### config.mk
export PLATFORM = sky130hd
export DESIGN_NAME = frame_skip_pacer
export DESIGN_NICKNAME = d
export VERILOG_FILES = /design/src/sv/fsp_pkg.sv /design/src/sv/fsp_cfg.sv /design/src/sv/fsp_core.sv /design/src/sv/frame_skip_pacer.sv
export SDC_FILE = /design/constraint.sdc
export NUM_CORES = 2
export LEC_CHECK = 0
export ABC_CLOCK_PERIOD_IN_PS = 25900
export BUFFER_PORTS_ARGS = -buffer_cell sky130_fd_sc_hd__buf_2
export CAP_MARGIN = 30
export CORE_MARGIN = 3
export CORE_UTILIZATION = 30
export DETAILED_ROUTE_END_ITERATION = 6
export PLACE_DENSITY = 0.45
export SLEW_MARGIN = 20
export SYNTH_ARGS = -nofsm -noshare
export SYNTH_HDL_FRONTEND = slang
export SYNTH_HIERARCHICAL = 1
export SYNTH_SLANG_ARGS = --single-unit
export TNS_END_PERCENT = 1
### constraint.sdc
create_clock -name i_clk -period 25.9 [get_ports i_clk]
set_clock_uncertainty 0.15 [all_clocks]
set_input_delay 2.59 -clock i_clk [delete_from_list [all_inputs] [get_ports i_clk]]
set_output_delay 2.59 -clock i_clk [all_outputs]
set_load 0.05 [all_outputs]
### src/sv/fsp_pkg.sv
// Shared types, request codes and register defaults for the frame skip pacer.
package fsp_pkg;

    localparam logic [1:0] REQ_BEGIN  = 2'd0;
    localparam logic [1:0] REQ_MARK   = 2'd1;
    localparam logic [1:0] REQ_RECORD = 2'd2;

    localparam logic [1:0] CFG_FRAME_PERIOD   = 2'd0;
    localparam logic [1:0] CFG_SKIP_THRESHOLD = 2'd1;
    localparam logic [1:0] CFG_MAX_SKIPS      = 2'd2;
    localparam logic [1:0] CFG_MAX_DEBT       = 2'd3;

    localparam logic [31:0] RST_FRAME_PERIOD   = 32'd4468530;
    localparam logic [31:0] RST_SKIP_THRESHOLD = 32'd4021677;
    localparam logic [3:0]  RST_MAX_SKIPS      = 4'd3;
    localparam logic [3:0]  RST_MAX_DEBT       = 4'd4;
    localparam logic [3:0]  MAX_DEBT_LIMIT     = 4'd8;

    typedef struct packed {
        logic [1:0]  req_type;
        logic [63:0] now_tick;
        logic [63:0] interval_ticks;
        logic [1:0]  discontinuity_reason;
    } t_in_item;

    typedef struct packed {
        logic               ok;
        logic [31:0]        sleep_ticks;
        logic signed [35:0] debt_ticks;
        logic [3:0]         consecutive_skips;
        logic [31:0]        skipped_presentations;
        logic [31:0]        resyncs;
        logic [31:0]        app_pauses;
        logic [31:0]        dump_pauses;
        logic [31:0]        debt_clamps;
        logic [31:0]        active_intervals;
        logic [63:0]        active_elapsed;
        logic [63:0]        requested_sleep;
    } t_out_item;

    // Effective register values, already forced into their legal ranges.
    typedef struct packed {
        logic [31:0] frame_period;
        logic [31:0] skip_threshold;
        logic [3:0]  max_consecutive_skips;
        logic [3:0]  max_debt_periods;
    } t_cfg;

endpackage

### src/sv/fsp_cfg.sv
// Configuration registers of the frame skip pacer and their effective values.
module fsp_cfg (
    input  logic          i_clk,
    input  logic          i_rst_n,
    input  logic          i_cfg_we,
    input  logic [1:0]    i_cfg_index,
    input  logic [31:0]   i_cfg_data,
    output fsp_pkg::t_cfg o_cfg
);
    import fsp_pkg::*;

    logic [31:0] r_frame_period;
    logic [31:0] r_skip_threshold;
    logic [3:0]  r_max_skips;
    logic [3:0]  r_max_debt;

    always_ff @(posedge i_clk) begin
        if (!i_rst_n) begin
            r_frame_period   <= RST_FRAME_PERIOD;
            r_skip_threshold <= RST_SKIP_THRESHOLD;
            r_max_skips      <= RST_MAX_SKIPS;
            r_max_debt       <= RST_MAX_DEBT;
        end else if (i_cfg_we) begin
            case (i_cfg_index)
                CFG_FRAME_PERIOD:   r_frame_period   <= i_cfg_data;
                CFG_SKIP_THRESHOLD: r_skip_threshold <= i_cfg_data;
                CFG_MAX_SKIPS:      r_max_skips      <= i_cfg_data[3:0];
                CFG_MAX_DEBT:       r_max_debt       <= i_cfg_data[3:0];
                default: ;
            endcase
        end
    end

    always_comb begin
        o_cfg.frame_period          = (r_frame_period == 32'd0) ? 32'd1 : r_frame_period;
        o_cfg.skip_threshold        = r_skip_threshold;
        o_cfg.max_consecutive_skips = r_max_skips;
        if (r_max_debt == 4'd0) begin
            o_cfg.max_debt_periods = 4'd1;
        end else if (r_max_debt > MAX_DEBT_LIMIT) begin
            o_cfg.max_debt_periods = MAX_DEBT_LIMIT;
        end else begin
            o_cfg.max_debt_periods = r_max_debt;
        end
    end

endmodule

### src/sv/fsp_core.sv
// Pacing state, debt arithmetic and statistics counters; one item per enabled cycle.
module fsp_core (
    input  logic               i_clk,
    input  logic               i_rst_n,
    input  logic               i_go,
    input  fsp_pkg::t_in_item  i_item,
    input  fsp_pkg::t_cfg      i_cfg,
    output fsp_pkg::t_out_item o_result
);
    import fsp_pkg::*;

    function automatic logic [31:0] inc32(input logic [31:0] v);
        inc32 = (v == 32'hFFFF_FFFF) ? v : v + 32'd1;
    endfunction

    function automatic logic [63:0] add64(input logic [63:0] a, input logic [63:0] b);
        logic [64:0] s;
        s = {1'b0, a} + {1'b0, b};
        add64 = s[64] ? 64'hFFFF_FFFF_FFFF_FFFF : s[63:0];
    endfunction

    logic               r_started, n_started;
    logic [63:0]        r_last, n_last;
    logic signed [36:0] r_debt, n_debt;
    logic [3:0]         r_run, n_run;
    logic [1:0]         r_pending, n_pending;
    logic [31:0]        r_skip_cnt, n_skip_cnt;
    logic [31:0]        r_resync_cnt, n_resync_cnt;
    logic [31:0]        r_app_cnt, n_app_cnt;
    logic [31:0]        r_dump_cnt, n_dump_cnt;
    logic [31:0]        r_clamp_cnt, n_clamp_cnt;
    logic [31:0]        r_intv_cnt, n_intv_cnt;
    logic [63:0]        r_elapsed_tot, n_elapsed_tot;
    logic [63:0]        r_sleep_tot, n_sleep_tot;

    logic               w_ok;
    logic [32:0]        w_sleep;
    logic               w_disc;
    logic [63:0]        w_elapsed;
    logic [64:0]        w_diff;
    logic signed [38:0] w_delta;
    logic [35:0]        w_maxd;
    logic signed [38:0] w_maxd_s;
    logic signed [38:0] w_debt_x;
    logic signed [38:0] w_room;
    logic signed [38:0] w_sum;
    logic               w_clamp;
    logic signed [38:0] w_per_s;
    logic signed [38:0] w_neg_per;
    logic signed [38:0] w_thr_s;
    logic signed [38:0] w_debt_a;
    logic signed [38:0] w_debt_b;
    logic signed [38:0] w_sleep_full;
    logic               w_present;

    assign w_disc    = (r_pending != 2'd0);
    assign w_elapsed = i_item.now_tick - r_last;
    assign w_diff    = {1'b0, w_elapsed} - {33'd0, i_cfg.frame_period};

    // A positive excess too large for any ceiling saturates; it clamps either way.
    always_comb begin
        if (w_diff[64]) begin
            w_delta = signed'(w_diff[38:0]);
        end else if (|w_diff[63:37]) begin
            w_delta = signed'({2'b00, {37{1'b1}}});
        end else begin
            w_delta = signed'({2'b00, w_diff[36:0]});
        end
    end

    assign w_maxd       = 36'(i_cfg.frame_period) * 36'(i_cfg.max_debt_periods);
    assign w_maxd_s     = signed'({3'd0, w_maxd});
    assign w_debt_x     = 39'(r_debt);
    assign w_room       = w_maxd_s - w_debt_x;
    assign w_sum        = w_debt_x + w_delta;
    assign w_clamp      = (w_delta > 39'sd0) && (w_delta > w_room);
    assign w_per_s      = signed'({7'd0, i_cfg.frame_period});
    assign w_neg_per    = 39'sd0 - w_per_s;
    assign w_thr_s      = signed'({7'd0, i_cfg.skip_threshold});
    assign w_debt_a     = w_clamp ? w_maxd_s : w_sum;
    assign w_debt_b     = (w_debt_a < w_neg_per) ? w_neg_per : w_debt_a;
    assign w_sleep_full = w_per_s - w_debt_b;
    assign w_present    = (w_debt_b < w_thr_s) || (r_run >= i_cfg.max_consecutive_skips);

    always_comb begin
        n_started     = r_started;
        n_last        = r_last;
        n_debt        = r_debt;
        n_run         = r_run;
        n_pending     = r_pending;
        n_skip_cnt    = r_skip_cnt;
        n_resync_cnt  = r_resync_cnt;
        n_app_cnt     = r_app_cnt;
        n_dump_cnt    = r_dump_cnt;
        n_clamp_cnt   = r_clamp_cnt;
        n_intv_cnt    = r_intv_cnt;
        n_elapsed_tot = r_elapsed_tot;
        n_sleep_tot   = r_sleep_tot;
        w_ok          = 1'b0;
        w_sleep       = 33'd0;

        case (i_item.req_type)
            REQ_BEGIN: begin
                n_last    = i_item.now_tick;
                n_pending = 2'd0;
                if (!r_started || w_disc) begin
                    n_started = 1'b1;
                    w_ok      = 1'b1;
                    if (w_disc) begin
                        n_debt       = '0;
                        n_run        = 4'd0;
                        n_resync_cnt = inc32(r_resync_cnt);
                        if (r_pending[0]) n_app_cnt  = inc32(r_app_cnt);
                        if (r_pending[1]) n_dump_cnt = inc32(r_dump_cnt);
                    end
                end else begin
                    n_elapsed_tot = add64(r_elapsed_tot, w_elapsed);
                    n_intv_cnt    = inc32(r_intv_cnt);
                    n_debt        = w_debt_b[36:0];
                    if (w_clamp) n_clamp_cnt = inc32(r_clamp_cnt);
                    if (w_present) begin
                        n_run = 4'd0;
                        w_ok  = 1'b1;
                    end else begin
                        n_run      = r_run + 4'd1;
                        n_skip_cnt = inc32(r_skip_cnt);
                        if (w_debt_b < w_per_s) begin
                            w_sleep     = w_sleep_full[32:0];
                            n_sleep_tot = add64(r_sleep_tot, 64'(w_sleep_full[32:0]));
                        end
                    end
                end
            end
            REQ_MARK: begin
                n_pending = r_pending | i_item.discontinuity_reason;
            end
            REQ_RECORD: begin
                n_pending = 2'd0;
                if (w_disc) begin
                    n_debt       = '0;
                    n_run        = 4'd0;
                    n_resync_cnt = inc32(r_resync_cnt);
                    if (r_pending[0]) n_app_cnt  = inc32(r_app_cnt);
                    if (r_pending[1]) n_dump_cnt = inc32(r_dump_cnt);
                end else begin
                    n_elapsed_tot = add64(r_elapsed_tot, i_item.interval_ticks);
                    n_intv_cnt    = inc32(r_intv_cnt);
                    w_ok          = 1'b1;
                end
            end
            default: ;
        endcase
    end

    always_ff @(posedge i_clk) begin
        if (!i_rst_n) begin
            r_started     <= 1'b0;
            r_last        <= '0;
            r_debt        <= '0;
            r_run         <= '0;
            r_pending     <= '0;
            r_skip_cnt    <= '0;
            r_resync_cnt  <= '0;
            r_app_cnt     <= '0;
            r_dump_cnt    <= '0;
            r_clamp_cnt   <= '0;
            r_intv_cnt    <= '0;
            r_elapsed_tot <= '0;
            r_sleep_tot   <= '0;
        end else if (i_go) begin
            r_started     <= n_started;
            r_last        <= n_last;
            r_debt        <= n_debt;
            r_run         <= n_run;
            r_pending     <= n_pending;
            r_skip_cnt    <= n_skip_cnt;
            r_resync_cnt  <= n_resync_cnt;
            r_app_cnt     <= n_app_cnt;
            r_dump_cnt    <= n_dump_cnt;
            r_clamp_cnt   <= n_clamp_cnt;
            r_intv_cnt    <= n_intv_cnt;
            r_elapsed_tot <= n_elapsed_tot;
            r_sleep_tot   <= n_sleep_tot;
        end
    end

    always_comb begin
        o_result.ok                    = w_ok;
        o_result.sleep_ticks           = w_sleep[31:0];
        o_result.debt_ticks            = n_debt[35:0];
        o_result.consecutive_skips     = n_run;
        o_result.skipped_presentations = n_skip_cnt;
        o_result.resyncs               = n_resync_cnt;
        o_result.app_pauses            = n_app_cnt;
        o_result.dump_pauses           = n_dump_cnt;
        o_result.debt_clamps           = n_clamp_cnt;
        o_result.active_intervals      = n_intv_cnt;
        o_result.active_elapsed        = n_elapsed_tot;
        o_result.requested_sleep       = n_sleep_tot;
    end

endmodule

### src/sv/frame_skip_pacer.sv
// Top level of the frame skip pacer: input register, core and result register.
// The pacer takes one request per clock and returns one result per request
// via the input register and the result register, at a sustained rate of one
// item per cycle while the result side keeps taking results. Each request is
// evaluated combinationally between the two registers, where the debt update,
// the skip decision and all counters are settled together, so the next request
// already sees the updated state. Configuration writes take effect at once and
// should only be issued while no request is in flight.
module frame_skip_pacer (
    input  logic               i_clk,
    input  logic               i_rst_n,
    input  logic               i_in_valid,
    output logic               o_in_ready,
    input  fsp_pkg::t_in_item  i_in_item,
    output logic               o_out_valid,
    input  logic               i_out_ready,
    output fsp_pkg::t_out_item o_out_item,
    input  logic               i_cfg_we,
    input  logic [1:0]         i_cfg_index,
    input  logic [31:0]        i_cfg_data
);
    import fsp_pkg::*;

    t_cfg      w_cfg;
    t_out_item w_result;
    logic      w_adv;
    logic      w_go;
    logic      r_in_valid;
    t_in_item  r_in;
    logic      r_out_valid;
    t_out_item r_out;

    assign w_adv      = !r_out_valid || i_out_ready;
    assign w_go       = r_in_valid && w_adv;
    assign o_in_ready = !r_in_valid || w_adv;

    always_ff @(posedge i_clk) begin
        if (!i_rst_n) begin
            r_in_valid  <= 1'b0;
            r_out_valid <= 1'b0;
        end else begin
            if (o_in_ready) r_in_valid <= i_in_valid;
            if (w_adv) r_out_valid <= r_in_valid;
        end
    end

    always_ff @(posedge i_clk) begin
        if (o_in_ready && i_in_valid) r_in <= i_in_item;
        if (w_go) r_out <= w_result;
    end

    fsp_cfg u_cfg (
        .i_clk       (i_clk),
        .i_rst_n     (i_rst_n),
        .i_cfg_we    (i_cfg_we),
        .i_cfg_index (i_cfg_index),
        .i_cfg_data  (i_cfg_data),
        .o_cfg       (w_cfg)
    );

    fsp_core u_core (
        .i_clk    (i_clk),
        .i_rst_n  (i_rst_n),
        .i_go     (w_go),
        .i_item   (r_in),
        .i_cfg    (w_cfg),
        .o_result (w_result)
    );

    assign o_out_valid = r_out_valid;
    assign o_out_item  = r_out;

endmodule

==> results.json <==
{
  "clkSlewWorstSetupHoldPaths_ns": 0.06,
  "synth-seq-area-share_pct": 36.2,
  "crit_path_top_delay_cell": "or4_4",
  "cts_tree": "built",
  "syn-mean-instance-area_um2": 8.75,
  "drtIter0Drc": 4411,
  "globalRouteOverflowTotal": 0,
  "postSynthCellCount": 8143,
  "clock_insertion_delay_worst_skew_ns": 0.85,
  "h-tree-depth": 4,
  "relative_contribution_of_sequential_cells_to_total_power_pct": 31.1,
  "routed_wire_length_per_instance_um": 23.5,
  "timing.final.max_slew_violations": 0,
  "pwr_density_cell_nw_per_um2": 71.0,
  "synthDistinctLibCells": 112,
  "synthesis_warnings": 6,
  "portBuffers": 565,
  "netlist_top_cells_area": "edfxtp_1 (22%), dfxtp_1 (14%), ha_1 (9.7%)",
  "setup_tns_ns": 0,
  "synth_async_sr_flop_share_pct": 0,
  "drc": 0,
  "power_switching_share_pct": 37.6,
  "ctsLongestPathBuffers": 3,
  "critical-path-top-cell-by-count": "a21oi_1",
  "cts.sink_count": 1027,
  "worst_ir_drop_vdd_mv": 0.0531,
  "drtPass1Iterations": 6,
  "hpwl_mm": 215,
  "finish.net_count": 9330,
  "timing.final.crit_period_ns": 24.05,
  "die_w_um": 493,
  "hold_viol": 0,
  "share_clk_of_total_power_pct": 34.9,
  "crit_required_ns": 26.45,
  "antenna_violations_before_repair": 23,
  "synth.top_cell.area_share_pct": 22.1,
  "synth.most_common_cell": "nand2_1",
  "power_report.internal_total_uw": 3650,
  "hold_path_class": "reg2reg",
  "die-area_um2": 243000,
  "tightest_slew_ns": 0.974,
  "area_growth_pct": 15.6,
  "die_y_um": 493,
  "cts.root.buffer_cell": "clkbuf_16",
  "global_router_s_overall_resource_usage_pct": 22.0,
  "routed_wl_mm": 278,
  "floorplan.rows": 178,
  "cellLeakagePower_uw": 0.0336,
  "initial_utilization_pct": 30.2,
  "routed-via-count": 62269,
  "netlist_top_cells_count": "nand2_1 (884), nor2_1 (673), ha_1 (553), a21oi_1 (534), edfxtp_1 (525)",
  "netSwitchingPower_uw": 2200,
  "synth_top_flop_cell": "edfxtp_1",
  "postSynthRegisterBits": 1027,
  "core_um2": 236000,
  "critical_path.max_fanout": 26,
  "highest_clock_rate_ghz": 0.0416,
  "type_of_the_setup_path_with_the_least_slack": "reg2reg",
  "replace_congestion": 0.917,
  "comb_power_share_pct": 34.0,
  "synth_area_um2": 71200,
  "worst_ep_arrival_time_ns": 24.60,
  "maxCapViolations": 0,
  "fill_cells": 24467,
  "tritoncts.num_buffers": 134,
  "worst_setup_path_end_kind": "flip-flop",
  "power_uw": 5850,
  "share_of_post_route_cells_with_drive_strength_above_1_pct": 12.7,
  "route.detailed.vias_per_inst": 5.27,
  "final.period_utilization_pct": 92.9,
  "post_synth_edffs": 525,
  "design.portCount": 566,
  "outcome": "completed",
  "grt_start_max_net_pins": 125,
  "slew-limit-headroom_pct": 34.6,
  "global_route_wire_length_before_repair_mm": 404,
  "rsz0062_at_grt": "no",
  "report.final.setup_viol": 0,
  "critical_path.startpoint_type": "flip-flop",
  "cp_slowest_stage_delay_ns": 0.67,
  "synth_area_leader": "edfxtp_1",
  "grt_pass1_vias": 59694,
  "postSynthNetCount": 8935,
  "detail-route-antenna-nets": 0
}
==> worst paths after layout <==
kind | from | to | slack (ns) | depth (start not counted)
worst min register to register | u_core/r_last[53] | u_core/r_last[53] | 0.30 | 2
worst max-delay path | r_in[66] | u_core/r_sleep_tot[29] | 1.85 | 105
worst max register to register | r_in[66] | u_core/r_sleep_tot[29] | 1.85 | 105
worst min-delay path | u_core/r_last[53] | u_core/r_last[53] | 0.30 | 2
==> layout make-up <==
type | instances | area [um2] | area share (%)
well taps | 3150 | 3940 | 4.79
flip-flops and latches | 1027 | 25800 | 31.4
clock inverters | 76 | 1120 | 1.36
multi-input cells | 6222 | 42000 | 51.1
inverters | 466 | 1760 | 2.14
diodes | 10 | 25.0 | 0.0304
repair buffers | 687 | 3850 | 4.67
clock buffers | 174 | 3760 | 4.57
==> timing repair <==
| item | CTS | global route |
|---|---|---|
| buffers inserted | 0 | 5 |
| setup endpoints to repair | 0 | 128 |
| hold buffers | 0 | 0 |
| resized for setup | 0 | 16 |
==> registers in the layout, summed over array words and instances, names as in the netlist, 37 cells and up <==
name,cells
o_out_item,393
u_core/r_last,64
u_core/r_elapsed_tot,64
r_in,132
u_core/r_debt,37
u_core/r_sleep_tot,64
==> placed cells by master (no fill, tap or decap), types with 40 or more instances in the layout <==
cell type  Yosys  routed
a211oi_1      52      48
a21boi_0      40      40
a21o_1       195     194
a21oi_1      534     531
a22oi_1       47      47
a31oi_1       52      52
and2_1       111     109
and3_1       137     136
buf_2         35     565
buf_4         37     113
clkbuf_16      0     139
dfxtp_1      502     501
edfxtp_1     525     525
fa_1          68      68
ha_1         553     553
inv_1        463     462
mux2i_1       46      46
nand2_1      884     883
nand2b_1     108     107
nand3_1      289     289
nand4_1      138     138
nor2_1       673     665
nor2b_1       76      73
nor3_1       223     219
nor4_1        69      66
o211ai_1      40      40
o21a_1        62      62
o21ai_0      354     351
o21bai_1      65      65
o22a_1        40      40
o31ai_1       58      58
or3_1         82      81
xnor2_1      371     369
xor2_1       303     302
==> critical path: cells and delay by family, from the launching register on <==
family                     cells  cell delay (ns)
AOI/OAI and AO/OA             60            13.72
xor gates and xnor gates       2             0.50
adders and majority gates      8             2.27
buffers and inverters          8             1.32
DFF                            1             0.38
muxes                          2             0.69
and+or+nand+nor               25             4.86
==> per-stage QoR <==
stage          cell area, um2  util, %  cells  hold WS, ns  worst slack (ns)
3_5_place_dp            77200     32.8  11542        0.296             0.666
2_1_floorplan           71200        -   8143        0.285              3.19
5_1_grt                 82300     34.9  11805        0.318            0.0477
3_3_place_gp            77100     32.7  11531        0.293             0.653
6_report                82300     34.9  11812        0.303              1.85
4_1_cts                 82100     34.8  11792        0.304             0.549
==> logic make-up (layout without fill, tap and decap cells) <==
logic type / count (synthesis) / count (layout) / synth area share (%)
muxes: 80 / 80 / 1.21
buffers and inverters: 894 / 1403 / 5.03
other: 0 / 10 / 0
DFF: 1027 / 1027 / 36.2
adders and majority gates: 622 / 622 / 11.6
AOI/OAI and AO/OA: 1902 / 1902 / 17.6
and+or+nand+nor: 2944 / 2944 / 19.9
xor gates and xnor gates: 674 / 674 / 8.29
==> power groups by stage <==
stage	sequential, uW	combinational [uW]	clock (uW)
2_1_floorplan	1950	1200	0
3_5_place_dp	1850	1950	0
5_1_grt	1820	2160	2170
3_3_place_gp	1850	1940	0
6_report	1820	1990	2040
4_1_cts	1820	1960	2110
==> metal layers <==
layer / vias up / wire, um / track usage (%)
met2: 1771 / 126000 / 35.4
met5: - / 48 / 0
met1: 30259 / 127000 / 30.1
met4: 6 / 10200 / 7.83
li1: 29904 / - / -
met3: 329 / 14300 / 3.18
No activity file was read; power rests on OpenSTA's default activity.
